$ cat src/design/cvl_pkg.sv
// ----------------------------------------------------------------------------
// cvl_pkg
// Shared types and constants for the compacting value list: request codes,
// controller states and the command/status bundles between the controller
// and the datapath.
// ----------------------------------------------------------------------------
package cvl_pkg;

    // default number of list positions
    localparam int CVL_CAPACITY_DEF = 16;

    // request codes
    typedef enum logic [1:0] {
        OP_INS_FRONT = 2'd0,
        OP_INS_BACK  = 2'd1,
        OP_REMOVE    = 2'd2,
        OP_SEARCH    = 2'd3
    } req_op_t;

    // controller states
    typedef enum logic [2:0] {
        ST_IDLE,
        ST_DISPATCH,
        ST_FRONT_RD,
        ST_FRONT_WR,
        ST_SCAN_RD,
        ST_SCAN_CMP,
        ST_SHIFT_RD,
        ST_SHIFT_WR
    } cvl_state_t;

    // read address source, relative to the position index
    typedef enum logic [1:0] {
        RD_IDX,
        RD_IDX_M1,
        RD_IDX_P1
    } rd_sel_t;

    // write data source
    typedef enum logic {
        WD_VALUE,
        WD_RDATA
    } wd_sel_t;

    // controller to datapath
    typedef struct packed {
        logic    in_ready;
        logic    idx_from_count;
        logic    idx_inc;
        logic    idx_dec;
        rd_sel_t rd_sel;
        logic    ram_we;
        wd_sel_t wd_sel;
        logic    cnt_inc;
        logic    cnt_dec;
        logic    set_ok;
        logic    rsp_load;
    } cvl_cmd_t;

    // datapath to controller
    typedef struct packed {
        logic    in_valid;
        req_op_t op;
        logic    empty;
        logic    full;
        logic    idx_zero;
        logic    idx_last;
        logic    hit;
        logic    rsp_free;
    } cvl_sts_t;

endpackage

$ cat src/design/cvl_ctrl.sv
// ----------------------------------------------------------------------------
// cvl_ctrl
// Sequencer for the list: dispatches a request, walks the storage for shifts
// and scans, and hands the finished result to the response register.
// ----------------------------------------------------------------------------
module cvl_ctrl (
    input  logic              clk,
    input  logic              rst_n,
    input  cvl_pkg::cvl_sts_t sts,
    output cvl_pkg::cvl_cmd_t cmd
);
    import cvl_pkg::*;

    cvl_state_t state_reg;
    cvl_state_t state_next;
    logic       rsp_pending_reg;
    logic       rsp_pending_next;

    // state register
    always_ff @(posedge clk or negedge rst_n)
    begin
        if (!rst_n)
        begin
            state_reg       <= ST_IDLE;
            rsp_pending_reg <= 1'b0;
        end
        else
        begin
            state_reg       <= state_next;
            rsp_pending_reg <= rsp_pending_next;
        end
    end

    // next state and commands
    always_comb
    begin
        state_next       = state_reg;
        rsp_pending_next = rsp_pending_reg;
        cmd              = '0;
        cmd.rd_sel       = RD_IDX;
        cmd.wd_sel       = WD_VALUE;

        unique case (state_reg)
            ST_IDLE:
            begin
                // a finished result waits here until the response register frees
                if (rsp_pending_reg)
                begin
                    if (sts.rsp_free)
                    begin
                        cmd.rsp_load     = 1'b1;
                        rsp_pending_next = 1'b0;
                    end
                end
                else
                begin
                    cmd.in_ready       = 1'b1;
                    cmd.idx_from_count = (sts.op == OP_INS_FRONT) || (sts.op == OP_INS_BACK);
                    if (sts.in_valid)
                    begin
                        state_next = ST_DISPATCH;
                    end
                end
            end

            ST_DISPATCH:
            begin
                unique case (sts.op)
                    OP_INS_BACK:
                    begin
                        if (!sts.full)
                        begin
                            cmd.ram_we  = 1'b1;
                            cmd.wd_sel  = WD_VALUE;
                            cmd.cnt_inc = 1'b1;
                            cmd.set_ok  = 1'b1;
                        end
                        rsp_pending_next = 1'b1;
                        state_next       = ST_IDLE;
                    end
                    OP_INS_FRONT:
                    begin
                        if (sts.full)
                        begin
                            rsp_pending_next = 1'b1;
                            state_next       = ST_IDLE;
                        end
                        else
                        begin
                            state_next = ST_FRONT_RD;
                        end
                    end
                    OP_REMOVE, OP_SEARCH:
                    begin
                        if (sts.empty)
                        begin
                            rsp_pending_next = 1'b1;
                            state_next       = ST_IDLE;
                        end
                        else
                        begin
                            state_next = ST_SCAN_RD;
                        end
                    end
                endcase
            end

            // shift up from the top, then place the new word at position zero
            ST_FRONT_RD:
            begin
                if (sts.idx_zero)
                begin
                    cmd.ram_we       = 1'b1;
                    cmd.wd_sel       = WD_VALUE;
                    cmd.cnt_inc      = 1'b1;
                    cmd.set_ok       = 1'b1;
                    rsp_pending_next = 1'b1;
                    state_next       = ST_IDLE;
                end
                else
                begin
                    cmd.rd_sel = RD_IDX_M1;
                    state_next = ST_FRONT_WR;
                end
            end

            ST_FRONT_WR:
            begin
                cmd.ram_we  = 1'b1;
                cmd.wd_sel  = WD_RDATA;
                cmd.idx_dec = 1'b1;
                state_next  = ST_FRONT_RD;
            end

            // linear scan for the first equal word
            ST_SCAN_RD:
            begin
                cmd.rd_sel = RD_IDX;
                state_next = ST_SCAN_CMP;
            end

            ST_SCAN_CMP:
            begin
                if (sts.hit)
                begin
                    cmd.set_ok = 1'b1;
                    if (sts.op == OP_REMOVE)
                    begin
                        state_next = ST_SHIFT_RD;
                    end
                    else
                    begin
                        rsp_pending_next = 1'b1;
                        state_next       = ST_IDLE;
                    end
                end
                else if (sts.idx_last)
                begin
                    rsp_pending_next = 1'b1;
                    state_next       = ST_IDLE;
                end
                else
                begin
                    cmd.idx_inc = 1'b1;
                    state_next  = ST_SCAN_RD;
                end
            end

            // close the gap by moving later words down one place
            ST_SHIFT_RD:
            begin
                if (sts.idx_last)
                begin
                    cmd.cnt_dec      = 1'b1;
                    rsp_pending_next = 1'b1;
                    state_next       = ST_IDLE;
                end
                else
                begin
                    cmd.rd_sel = RD_IDX_P1;
                    state_next = ST_SHIFT_WR;
                end
            end

            ST_SHIFT_WR:
            begin
                cmd.ram_we  = 1'b1;
                cmd.wd_sel  = WD_RDATA;
                cmd.idx_inc = 1'b1;
                state_next  = ST_SHIFT_RD;
            end
        endcase
    end
endmodule

$ cat config.mk
export PLATFORM = sky130hd
export DESIGN_NAME = cvl_ctrl
export DESIGN_NICKNAME = d
export VERILOG_FILES = /design/src/design/cvl_pkg.sv /design/src/design/cvl_ctrl.sv
export SDC_FILE = /design/constraint.sdc
export NUM_CORES = 1
export LEC_CHECK = 0
export ABC_AREA = 1
export BUFFER_PORTS_ARGS = -buffer_cell sky130_fd_sc_hd__buf_2
export CORE_AREA = 2 2 39 41
export CTS_BUF_LIST = sky130_fd_sc_hd__clkbuf_2
export CTS_CLUSTER_SIZE = 28
export DETAILED_ROUTE_END_ITERATION = 8
export DIE_AREA = 0 0 41 43
export PLACE_DENSITY = 0.69
export SETUP_SLACK_MARGIN = 0.3
export SYNTH_ARGS = -nofsm -noshare
export SYNTH_HDL_FRONTEND = slang
export SYNTH_SLANG_ARGS = --single-unit
$ cat constraint.sdc
create_clock -name clk -period 3.3 [get_ports clk]
set_input_delay 0.495 -clock clk [delete_from_list [all_inputs] [get_ports clk]]
set_output_delay 0.495 -clock clk [all_outputs]
set_load 0.05 [all_outputs]
==> flow_metrics.tcl <==
set metrics [dict create \
    syn-num-nets 95 \
    synth_top_cell_by_area "dfrtp_1" \
    core_area_sq_um 1380 \
    area_growth_pct 23.9 \
    die_area_sq_um 1760 \
    critPathArrivalTime_ns 1.58 \
    grt_util_all_layers 0.175 \
    wl_per_cell_um 10.3 \
    post-route-period-util 0.629 \
    path_cells "nor2_2 -> inv_2 -> nor2_1 -> inv_2 -> nor3_1 -> buf_2" \
    tightest_slew_ns 0.378 \
    start_util 0.382 \
    finalSetupViolCount 0 \
    path_common_cell "inv_2" \
    rsz0062_at_grt "false" \
    largest_reg_flops 3 \
    fmax_ghz 0.482 \
    finalCriticalPeriod_ns 2.07 \
    ys_ff_latch 4 \
    hold_class "input port to async pin" \
    ff2ff_setup_slack_ns 1.98 \
    vias 588 \
    routed_via_density 4.78 \
    status "complete, no violations" \
    synth_warnings 0 \
    clock-root-buffer "clkbuf_2" \
    path_class "register to output pin" \
    tns_ns 0 \
    grt_first_pass_wirelength_mm 2.13 \
    multi_input_area_sq_um 344 \
    syn_area_per_cell_sq_um 6.30 \
    cts.path.max_buffers 2 \
    slew_headroom 0.748 \
    drtIter0Drc 11 \
    std_cell_rows 14 \
    netlist_area_sq_um 529 \
    fp.dieH_um 43 \
    critPathRequiredTime_ns 2.80 \
    gp_congestion 0.823 \
    grt_pass1_vias 535 \
    p_per_area_nw_per_um2 794 \
    antenna_found_initial 0 \
    cts_tree "done" \
    crit_path_max_incr_delay_ns 0.48 \
    maxSlewViolCount 0 \
    worst_clock_skew_ns 0.00137 \
    timing.critical_path.from_type "register" \
    grt_max_degree 10 \
    crit_fanout 8 \
    cts_resized 0 \
    ant_nets 0 \
    dp_hpwl_mm 1.08 \
    yosysUniqueCellTypes 22 \
    cts.sinks 4 \
    clkLatencyLatePin_ns 0.21 \
    postLayoutCellArea_sq_um 656 \
    cts_made_buffers 3 \
    peakVddDrop_v 0.000419 \
    cts_setup_buffers 0 \
    worst_slack_ns 1.23 \
    hold_ws_ns 0.0799 \
    io_pins 23 \
    dp.cells 120 \
    yosysSeqAreaShare 0.189 \
    ys_top_cells_by_area "dfrtp_1 19%, nand2_1 13%, nand3_2 11%" \
    nFillCells 156 \
    finalNonFillerCells 123 \
    placed_area_sq_um 641 \
    firstDrtPassIters 4 \
    synth.top_cell.area_share 0.189 \
    numPortBuffers 22 \
    drv_cap 0 \
    synthCells 84 \
    final_layout_size_suffix_gt1_frac 0.449 \
    dp_slack_ns 1.45 \
    crit_slowest_cell "dfrtp_1" \
    power_leakage_nw 0.445 \
    cts_hold_buf 0 \
    die_w_um 41 \
    gr-total-overflow 0 \
    htreeDepth 1 \
    path_clk_slew_ns 0.04 \
    cp-end-kind "output pin" \
    drc 0 \
    n_antenna_cell 0 \
    wl_mm 1.26 \
    seqCellArea_sq_um 100 \
    nets 120 \
    hold_viol 0 \
]
## worst paths after layout
path	start	endpoint	depth (start not counted)
worst max-delay path	state_reg[1]$_DFFE_PN0P_	cmd[10]	6
worst max register to register	state_reg[2]$_DFFE_PN0P_	rsp_pending_reg$_DFFE_PN0P_	8
min in group clk	sts[8]	state_reg[0]$_DFFE_PN0P_	5
worst min register to register	rsp_pending_reg$_DFFE_PN0P_	rsp_pending_reg$_DFFE_PN0P_	2
max in group asynchronous	rst_n	state_reg[1]$_DFFE_PN0P_	1
worst min-delay path	rst_n	state_reg[2]$_DFFE_PN0P_	1
## cells in the final DEF, fill, tap and decap left out
| master | count |
|---|---|
| nor2b_4 | 1 |
| nand2_1 | 18 |
| nand3_2 | 6 |
| nand3b_1 | 1 |
| nor2_1 | 12 |
| dfrtp_1 | 4 |
| clkbuf_2 | 3 |
| nand4_1 | 2 |
| inv_1 | 10 |
| nand4_2 | 1 |
| nor3_1 | 2 |
| o21bai_1 | 1 |
| nor2_2 | 4 |
| a21oi_1 | 1 |
| nor2_4 | 2 |
| buf_2 | 22 |
| nand2_2 | 1 |
| o21ai_0 | 1 |
| nand3_1 | 7 |
| inv_4 | 1 |
| inv_2 | 6 |
| o21ai_2 | 1 |
## stage by stage
stage	total power [mW]	utilization
floorplan	0.409	-
global placement	0.472	0.463
detailed placement	0.475	0.463
CTS	0.522	0.474
global route	0.566	0.474
finish	0.521	0.474
## cells in the mapped netlist
cell / instances
nor2_4: 2
inv_4: 1
buf_6: 1
nand4_2: 1
dfrtp_1: 4
nand3_2: 6
a21oi_1: 1
nand3b_1: 1
o21ai_2: 1
nand2_1: 18
nand4_1: 2
inv_1: 10
nand2_2: 1
o21ai_0: 1
nor2b_4: 1
nor2_1: 12
nand3_1: 7
buf_4: 1
o21bai_1: 1
nor3_1: 2
nor2_2: 4
inv_2: 6
## critical path, delay by kind of cell (launching register included)
kind	cells	cell delay, ns
simple gates	3	0.48
flops	1	0.48
buf+inv	3	0.40
## cell type report
| class | instances | share of cell area |
|---|---|---|
| Inverter | 17 | 0.101 |
| Multi-Input combinational cell | 61 | 0.525 |
| Clock buffer | 3 | 0.0229 |
| Tap cell | 16 | 0.0305 |
| Sequential cell | 4 | 0.153 |
| Timing Repair Buffer | 22 | 0.168 |
## cell families (layout without fill, tap and decap cells)
family          Yosys count  after routing  share of synthesized area
simple gates             57             57                      0.600
compound gates            4              4                     0.0496
buf+inv                  19             42                      0.161
flops                     4              4                      0.189
## layer usage
metal | share of wire | routed length (um) | global-route usage
met5 | 0 | 0 | 0
met3 | 0.049 | 62 | 0.0157
met4 | 0.015 | 19 | 0.0600
met2 | 0.50 | 631 | 0.269
met1 | 0.43 | 548 | 0.245
## power breakdown
part           leakage (nW)  internal, mW  switching (mW)
logic                 0.382         0.102           0.258
registers            0.0507        0.0695          0.0469
clock network        0.0125        0.0244          0.0203
Note: power is estimated with default switching activity, not from simulation.
