--- config.mk ---
export PLATFORM = sky130hd
export DESIGN_NAME = cvl_dpath_flat
export DESIGN_NICKNAME = d
export VERILOG_FILES = /design/src/design/cvl_pkg.sv /design/src/design/cvl_req_if.sv /design/src/design/cvl_rsp_if.sv /design/src/design/cvl_ram.sv /design/src/design/cvl_dpath.sv /design/src/flat_wrapper.sv
export SDC_FILE = /design/constraint.sdc
export NUM_CORES = 1
export LEC_CHECK = 0
export BUFFER_PORTS_ARGS = -buffer_cell sky130_fd_sc_hd__buf_2
export CAP_MARGIN = 10
export CELL_PAD_IN_SITES_DETAIL_PLACEMENT = 0
export CELL_PAD_IN_SITES_GLOBAL_PLACEMENT = 1
export CORE_MARGIN = 2
export CORE_UTILIZATION = 50
export DETAILED_ROUTE_END_ITERATION = 16
export GPL_ROUTABILITY_DRIVEN = 1
export PLACE_DENSITY_LB_ADDON = 0.1
export SLEW_MARGIN = 10
export SYNTH_ARGS = -nofsm -noshare
export SYNTH_HDL_FRONTEND = slang
export SYNTH_SLANG_ARGS = --single-unit
--- constraint.sdc ---
create_clock -name clk -period 3 [get_ports clk]
set_input_delay 0.15 -clock clk [delete_from_list [all_inputs] [get_ports clk]]
set_output_delay 0.15 -clock clk [all_outputs]
set_load 0.05 [all_outputs]
--- src/design/cvl_pkg.sv ---
// ----------------------------------------------------------------------------
// cvl_pkg
// Shared types and constants for the compacting value list: request codes,
// controller states and the command/status bundles between the controller
// and the datapath.
// ----------------------------------------------------------------------------
package cvl_pkg;

    // default number of list positions
    localparam int CVL_CAPACITY_DEF = 16;

    // request codes
    typedef enum logic [1:0] {
        OP_INS_FRONT = 2'd0,
        OP_INS_BACK  = 2'd1,
        OP_REMOVE    = 2'd2,
        OP_SEARCH    = 2'd3
    } req_op_t;

    // controller states
    typedef enum logic [2:0] {
        ST_IDLE,
        ST_DISPATCH,
        ST_FRONT_RD,
        ST_FRONT_WR,
        ST_SCAN_RD,
        ST_SCAN_CMP,
        ST_SHIFT_RD,
        ST_SHIFT_WR
    } cvl_state_t;

    // read address source, relative to the position index
    typedef enum logic [1:0] {
        RD_IDX,
        RD_IDX_M1,
        RD_IDX_P1
    } rd_sel_t;

    // write data source
    typedef enum logic {
        WD_VALUE,
        WD_RDATA
    } wd_sel_t;

    // controller to datapath
    typedef struct packed {
        logic    in_ready;
        logic    idx_from_count;
        logic    idx_inc;
        logic    idx_dec;
        rd_sel_t rd_sel;
        logic    ram_we;
        wd_sel_t wd_sel;
        logic    cnt_inc;
        logic    cnt_dec;
        logic    set_ok;
        logic    rsp_load;
    } cvl_cmd_t;

    // datapath to controller
    typedef struct packed {
        logic    in_valid;
        req_op_t op;
        logic    empty;
        logic    full;
        logic    idx_zero;
        logic    idx_last;
        logic    hit;
        logic    rsp_free;
    } cvl_sts_t;

endpackage

--- src/design/cvl_req_if.sv ---
// ----------------------------------------------------------------------------
// cvl_req_if
// Request channel: one word carries a request code and a signed value.
// ----------------------------------------------------------------------------
interface cvl_req_if;
    logic               valid;
    logic               ready;
    logic [1:0]         req_type;
    logic signed [31:0] item_value;

    modport source (output valid, output req_type, output item_value, input ready);
    modport sink   (input valid, input req_type, input item_value, output ready);
endinterface

--- src/design/cvl_rsp_if.sv ---
// ----------------------------------------------------------------------------
// cvl_rsp_if
// Response channel: one word per request with status and list occupancy.
// ----------------------------------------------------------------------------
interface cvl_rsp_if;
    logic       valid;
    logic       ready;
    logic       ok;
    logic [4:0] entry_count;
    logic       is_empty;
    logic       is_full;

    modport source (output valid, output ok, output entry_count, output is_empty,
                    output is_full, input ready);
    modport sink   (input valid, input ok, input entry_count, input is_empty,
                    input is_full, output ready);
endinterface

--- src/design/cvl_ram.sv ---
// ----------------------------------------------------------------------------
// cvl_ram
// Generic simple dual-port RAM: one write port, one read port, registered read.
// ----------------------------------------------------------------------------
module cvl_ram #(
    parameter int WIDTH = 32,
    parameter int DEPTH = 16
) (
    input  logic                                     clk,
    input  logic                                     we,
    input  logic [(DEPTH > 1 ? $clog2(DEPTH) : 1)-1:0] waddr,
    input  logic [WIDTH-1:0]                         wdata,
    input  logic [(DEPTH > 1 ? $clog2(DEPTH) : 1)-1:0] raddr,
    output logic [WIDTH-1:0]                         rdata
);
    logic [WIDTH-1:0] mem [DEPTH];
    logic [WIDTH-1:0] rdata_reg;

    // write port
    always_ff @(posedge clk)
    begin
        if (we)
        begin
            mem[waddr] <= wdata;
        end
    end

    // registered read port
    always_ff @(posedge clk)
    begin
        rdata_reg <= mem[raddr];
    end

    assign rdata = rdata_reg;
endmodule

--- src/design/cvl_dpath.sv ---
// ----------------------------------------------------------------------------
// cvl_dpath
// Datapath of the list: request capture, count and position index, storage
// RAM, compare, and the response register.
// ----------------------------------------------------------------------------
module cvl_dpath #(
    parameter int CAPACITY = cvl_pkg::CVL_CAPACITY_DEF
) (
    input  logic              clk,
    input  logic              rst_n,
    cvl_req_if.sink           req,
    cvl_rsp_if.source         rsp,
    input  cvl_pkg::cvl_cmd_t cmd,
    output cvl_pkg::cvl_sts_t sts
);
    import cvl_pkg::*;

    localparam int CW = $clog2(CAPACITY + 1);
    localparam int AW = (CAPACITY > 1) ? $clog2(CAPACITY) : 1;
    localparam logic [CW-1:0] ONE   = CW'(1);
    localparam logic [CW-1:0] CAP_C = CW'(CAPACITY);

    req_op_t            op_reg;
    logic signed [31:0] val_reg;
    logic [CW-1:0]      count_reg;
    logic [CW-1:0]      count_next;
    logic [CW-1:0]      idx_reg;
    logic               ok_reg;
    logic               rsp_valid_reg;
    logic               rsp_ok_reg;
    logic [4:0]         rsp_count_reg;
    logic               rsp_empty_reg;
    logic               rsp_full_reg;

    logic               accept;
    logic [CW-1:0]      idx_m1;
    logic [CW-1:0]      idx_p1;
    logic [CW-1:0]      rd_idx;
    logic [31:0]        wdata;
    logic [31:0]        rdata;
    logic [CW+4:0]      count_ext;

    assign accept    = req.valid && cmd.in_ready;
    assign req.ready = cmd.in_ready;
    assign idx_m1    = idx_reg - ONE;
    assign idx_p1    = idx_reg + ONE;

    // request capture and position index
    always_ff @(posedge clk)
    begin
        if (accept)
        begin
            op_reg  <= req_op_t'(req.req_type);
            val_reg <= req.item_value;
            ok_reg  <= 1'b0;
            idx_reg <= cmd.idx_from_count ? count_reg : '0;
        end
        else
        begin
            if (cmd.set_ok)
            begin
                ok_reg <= 1'b1;
            end
            if (cmd.idx_inc)
            begin
                idx_reg <= idx_p1;
            end
            else if (cmd.idx_dec)
            begin
                idx_reg <= idx_m1;
            end
        end
    end

    // stored word count
    always_comb
    begin
        count_next = count_reg;
        if (cmd.cnt_inc)
        begin
            count_next = count_reg + ONE;
        end
        else if (cmd.cnt_dec)
        begin
            count_next = count_reg - ONE;
        end
    end

    always_ff @(posedge clk or negedge rst_n)
    begin
        if (!rst_n)
        begin
            count_reg <= '0;
        end
        else
        begin
            count_reg <= count_next;
        end
    end

    // storage access
    always_comb
    begin
        unique case (cmd.rd_sel)
            RD_IDX:    rd_idx = idx_reg;
            RD_IDX_M1: rd_idx = idx_m1;
            RD_IDX_P1: rd_idx = idx_p1;
            default:   rd_idx = idx_reg;
        endcase
    end

    assign wdata = (cmd.wd_sel == WD_RDATA) ? rdata : val_reg;

    cvl_ram #(
        .WIDTH (32),
        .DEPTH (CAPACITY)
    ) u_ram (
        .clk   (clk),
        .we    (cmd.ram_we),
        .waddr (idx_reg[AW-1:0]),
        .wdata (wdata),
        .raddr (rd_idx[AW-1:0]),
        .rdata (rdata)
    );

    // status to the controller
    always_comb
    begin
        sts.in_valid = req.valid;
        sts.op       = cmd.in_ready ? req_op_t'(req.req_type) : op_reg;
        sts.empty    = (count_reg == '0);
        sts.full     = (count_reg == CAP_C);
        sts.idx_zero = (idx_reg == '0);
        sts.idx_last = (idx_p1 == count_reg);
        sts.hit      = (rdata == val_reg);
        sts.rsp_free = !rsp_valid_reg || rsp.ready;
    end

    // response register
    assign count_ext = {5'b0, count_reg};

    always_ff @(posedge clk or negedge rst_n)
    begin
        if (!rst_n)
        begin
            rsp_valid_reg <= 1'b0;
        end
        else if (cmd.rsp_load)
        begin
            rsp_valid_reg <= 1'b1;
        end
        else if (rsp.ready)
        begin
            rsp_valid_reg <= 1'b0;
        end
    end

    always_ff @(posedge clk)
    begin
        if (cmd.rsp_load)
        begin
            rsp_ok_reg    <= ok_reg;
            rsp_count_reg <= count_ext[4:0];
            rsp_empty_reg <= (count_reg == '0);
            rsp_full_reg  <= (count_reg == CAP_C);
        end
    end

    assign rsp.valid       = rsp_valid_reg;
    assign rsp.ok          = rsp_ok_reg;
    assign rsp.entry_count = rsp_count_reg;
    assign rsp.is_empty    = rsp_empty_reg;
    assign rsp.is_full     = rsp_full_reg;
endmodule

--- src/flat_wrapper.sv ---
// flat-port wrapper written by rule: the top's interface ports become plain ports
module cvl_dpath_flat import cvl_pkg::*;
#(
    parameter int CAPACITY = cvl_pkg::CVL_CAPACITY_DEF
)
  (clk, rst_n, cmd, sts, req_valid, req_req_type, req_item_value, req_ready, rsp_valid, rsp_ok, rsp_entry_count, rsp_is_empty, rsp_is_full, rsp_ready);
  cvl_req_if req_i ();
  cvl_rsp_if rsp_i ();
  input  logic clk;
  input  logic rst_n;
  input  cvl_pkg::cvl_cmd_t cmd;
  output cvl_pkg::cvl_sts_t sts;
  input wire logic [$bits(req_i.valid)-1:0] req_valid;
  input wire logic [$bits(req_i.req_type)-1:0] req_req_type;
  input wire logic [$bits(req_i.item_value)-1:0] req_item_value;
  output wire logic [$bits(req_i.ready)-1:0] req_ready;
  output wire logic [$bits(rsp_i.valid)-1:0] rsp_valid;
  output wire logic [$bits(rsp_i.ok)-1:0] rsp_ok;
  output wire logic [$bits(rsp_i.entry_count)-1:0] rsp_entry_count;
  output wire logic [$bits(rsp_i.is_empty)-1:0] rsp_is_empty;
  output wire logic [$bits(rsp_i.is_full)-1:0] rsp_is_full;
  input wire logic [$bits(rsp_i.ready)-1:0] rsp_ready;
  assign req_i.valid = req_valid;
  assign req_i.req_type = req_req_type;
  assign req_i.item_value = req_item_value;
  assign req_ready = req_i.ready;
  assign rsp_valid = rsp_i.valid;
  assign rsp_ok = rsp_i.ok;
  assign rsp_entry_count = rsp_i.entry_count;
  assign rsp_is_empty = rsp_i.is_empty;
  assign rsp_is_full = rsp_i.is_full;
  assign rsp_i.ready = rsp_ready;
  cvl_dpath #(.CAPACITY(CAPACITY)) u_core (.clk(clk), .rst_n(rst_n), .req(req_i), .rsp(rsp_i), .cmd(cmd), .sts(sts));
endmodule
==> tab_implementation.tex <==
\begin{tabular}{lr}
\hline
Metric & Value \\
\hline
\multicolumn{2}{l}{\textbf{Status}} \\
\quad Result of the run & complete, no violations \\
\multicolumn{2}{l}{\textbf{Finish}} \\
\quad Number of nets in the layout & 1343 \\
\quad Ant. Diodes & 0 \\
\quad Fraction of layout instances using a drive strength above 1 & 0.3049 \\
\quad Area growth from synthesis to layout & 17.64\% \\
\quad Share of the core filled with cells & 0.5943 \\
\quad Number of flip-flops under the largest register name & slightly above 500 \\
\multicolumn{2}{l}{\textbf{STA}} \\
\quad Setup total negative slack & 0 ps \\
\quad Min cycle time layout & roughly 2700 ps \\
\quad Unrepaired setup endpoints after global routing & no \\
\quad Number of setup violations in the final report & 0 \\
\quad Worst Tran Pin Value & between 700 and 800 ps \\
\quad Number of pins exceeding their max-slew limit in the final report & 0 \\
\quad Final clock period utilization by the worst path & 0.9109 \\
\quad Final hold viol count & 0 \\
\quad Tightest slew margin relative to the limit & 0.5052 \\
\quad Clock Skew & $\sim$14 ps \\
\quad Fmax achieved & 365.9 MHz \\
\multicolumn{2}{l}{\textbf{GRT}} \\
\quad Via count of the first global-routing pass & about 11000 \\
\quad Global-route wire length before repair & between 70000 and 80000 µm \\
\quad Overall routing resource usage & 0.2205 \\
\quad Number of antenna violations at the first check in global routing & 0 \\
\quad Overflow left after global routing & 0 \\
\quad Maximum number of pins on one net before global-route repair & between 40 and 50 \\
\multicolumn{2}{l}{\textbf{Floorplan}} \\
\quad I/O Pins & 69 \\
\quad Width of the die & 220.4 µm \\
\quad Effective utilization at floorplan & 0.5052 \\
\quad Overall die area & just under 50000 µm² \\
\quad Std-Cell Core Area & between 40000 and 50000 µm² \\
\quad Count of standard-cell rows & 79 \\
\quad Die extent in y & 220.4 µm \\
\multicolumn{2}{l}{\textbf{Routing}} \\
\quad Post-detailed-route wirelength per cell & 26.74 µm \\
\quad Iteration count of the initial detailed-routing pass & 5 \\
\quad DRC viols & 0 \\
\quad Initial drt markers & 913 \\
\quad Remaining antenna violation count after routing & 0 \\
\quad Final WL & about 52000 µm \\
\quad Routed vias/inst & 5.714 \\
\quad Count of vias placed by the detailed router & $\sim$11000 \\
\multicolumn{2}{l}{\textbf{Yosys}} \\
\quad Synthesis Warnings & 0 \\
\quad Post-synthesis instance total & approximately 1100 \\
\quad Area leader, netlist & edfxtp\_1 \\
\quad Count of state elements after synthesis & roughly 600 \\
\quad Predominant post-synthesis flop cell & edfxtp\_1 \\
\quad Seq/Total Area, Yosys & 0.7514 \\
\quad Netlist Area Pre-Place & 23420 µm² \\
\quad Main area contributors after synthesis & edfxtp\_1, mux4\_2, mux2i\_1, dfxtp\_1, mux2\_2 \\
\quad Netlist cell types & just over 50 \\
\quad Number of enable-type register cells in the synthesized netlist & 559 \\
\quad Avg Inst Size Synth & 21.21 µm² \\
\quad Top cell type's share of synthesized area & 0.7167 \\
\quad Number of nets in the synthesized netlist & between 1000 and 1500 \\
\quad Fraction of registers with async set or reset after synthesis & 0.01003 \\
\multicolumn{2}{l}{\textbf{Setup path}} \\
\quad Capturing element of the worst setup path & sts[2] \\
\quad Reg-to-reg setup timing slack & just over 400 ps \\
\quad Startpoint of the lowest-slack register-to-register path & u\_core.idx\_reg[0] \\
\quad Library cell appearing most often on the critical path & o21ai\_0 \\
\quad Max stage delay on crit path & between 300 and 400 ps \\
\quad Element type at the critical path end & primary output \\
\quad Cells along the critical path & buf\_4, ha\_2, nor3b\_1, o21ai\_0, o21ai\_0, a21oi\_1, nor4\_1, buf\_2 \\
\quad Register-to-Register Path Depth & 8 \\
\quad Family of cells with the greatest summed delay on the critical path & buffers and inverters \\
\quad Worst Path Buf+Inv & 2 \\
\quad Worst-path fanout max & 13 \\
\quad Arrival time of the worst setup path & roughly 2600 ps \\
\quad Crit Path Class & register to primary output \\
\quad Source of the critical timing path & u\_core.idx\_reg[0] \\
\quad Required time at the endpoint of the critical path & around 2900 ps \\
\quad R2R Path End & u\_core.u\_ram.rdata[15] \\
\quad Slowest-stage cell, CP & edfxtp\_1 \\
\quad Startpoint class of the critical path & register \\
\quad Cell depth of the worst setup path & 8 \\
\multicolumn{2}{l}{\textbf{Clock tree}} \\
\quad CTS tree & yes \\
\quad H-Tree Level Count & 2 \\
\quad Max Buffers Root-to-Sink & 3 \\
\quad Clock-pin transition on the worst setup and hold timing paths & around 60 ps \\
\quad TritonCTS buffer count & 60 \\
\quad Post-CTS Setup Repair Bufs & 0 \\
\quad Root buffer cell & clkbuf\_16 \\
\quad Number of clock sinks & around 600 \\
\quad Clk Latency, worst-skew pair & slightly above 600 ps \\
\multicolumn{2}{l}{\textbf{Placed design}} \\
\quad Detailed placer's ending HPWL & 28490 µm \\
\quad Port Buffers & between 60 and 70 \\
\quad Last weighted congestion value of the routability-driven placer & about 0.78 \\
\multicolumn{2}{l}{\textbf{Worst hold path}} \\
\quad Path class of the lowest-slack min-delay path & input pin to register \\
\multicolumn{2}{l}{\textbf{Flow run}} \\
\quad Max-capacitance violation count & 0 \\
\multicolumn{2}{l}{\textbf{Pwr}} \\
\quad Cell area power density & between 800 and 900 nW/µm² \\
\quad P\_leak & between 9 and 10 nW \\
\quad Worst ir drop on vdd & just over 0.6 mV \\
\hline
\end{tabular}
## cells in the mapped netlist, drive strengths merged (5+ instances only)
library cell	instances
buf	37
clkbuf	17
dfrtp	6
dfxtp	33
edfxtp	559
ha	9
inv	11
mux2	37
mux2i	96
mux4	126
nand2	11
nand2b	11
nand3	6
nor2	23
nor2b	6
nor3	6
nor3b	5
nor4	9
o21ai	13
xnor2	7
xor2	39
## layout by cell type (no fill, tap or decap), drive strengths merged, types with 13 or more instances in the layout
cell type / synthesis / final
clkinv: 0 / 28
nor2: 23 / 23
mux2i: 96 / 96
buf: 37 / 127
dlygate4sd3: 0 / 44
clkbuf: 17 / 79
edfxtp: 559 / 559
mux2: 37 / 37
mux4: 126 / 126
xor2: 39 / 39
dfxtp: 33 / 33
o21ai: 13 / 13
## layer usage
metal	GRT usage	routed length [µm]	vias to the layer above
met5	0	0	-
met4	0.06667	1177	0
met3	0.03052	2449	68
met2	0.3575	25140	285
met1	0.3149	23170	5854
li1	-	-	4890
## report_power, final
part           total (mW)  switching, mW  internal [mW]
clock                7.45           3.08           4.37
sequential           11.2          0.437           10.8
combinational        5.90           3.41           2.49
## cell families (layout without fill, tap and decap cells)
logic type / Yosys count / after routing / share of synthesized area
AOI/OAI and AO/OA: 39 / 39 / 0.01154
xor gates and xnor gates: 46 / 46 / 0.01720
adders and majority gates: 10 / 10 / 0.005663
buffers and inverters: 65 / 296 / 0.01458
DFF: 598 / 598 / 0.7514
muxes: 259 / 259 / 0.1800
and+or+nand+nor: 87 / 87 / 0.01966
## worst min path at each step
| stage | from | end | slack (ps) | cells past startpoint |
|---|---|---|---|---|
| finish | cmd[8] | u_core.idx_reg[0] | 50 | 2 |
| global route | cmd[8] | u_core.idx_reg[3] | 50 | 2 |
| CTS | cmd[9] | u_core.idx_reg[1] | 30 | 3 |
| detailed placement | rst_n | u_core.rsp.valid | -20 | 1 |
| global placement | rst_n | u_core.rsp.valid | -20 | 1 |
| floorplan | rst_n | u_core.count_reg[0] | -150 | 0 |
## area by class of cell
cell class              instances  area, µm²
well taps                     607      759.5
multi-input cells             441       5658
clock inverters                35      311.5
inverters                      11      41.29
repair buffers                171       1499
flip-flops and latches        598      17600
fillers                      3387      18810
clock buffers                  79       1685
## worst reg2reg max path, stage by stage (launching register included)
cell      delay (ps)
edfxtp_1         390
inv_1            140
ha_1             270
mux2i_1          250
a21oi_4          470
buf_12           310
mux4_2           400
mux2i_1          150
mux2i_1           80
## timing repair
| item | CTS | global route |
|---|---|---|
| gates resized for setup | 0 | 1 |
| endpoints found under the setup margin | 0 | 1 |
| endpoints found under the hold margin | 60 | 0 |
| hold buffers | 44 | 0 |
## per-stage QoR
| step | power (mW) | area, µm² | std cells | hold WS (ps) | worst slack, ps |
|---|---|---|---|---|---|
| global route | 25.57 | 27550 | 1942 | 46.11 | 46.99 |
| floorplan | 15.19 | 23420 | 1104 | -145.6 | 82.75 |
| detailed placement | 17.32 | 25110 | 1784 | -17.82 | 399.4 |
| CTS | 24.82 | 27550 | 1942 | 25.86 | 119.6 |
| global placement | 17.24 | 25110 | 1784 | -16.22 | 426.9 |
| finish | 24.56 | 27550 | 1942 | 50.36 | 267.2 |
(Power assumes the default switching activity.)
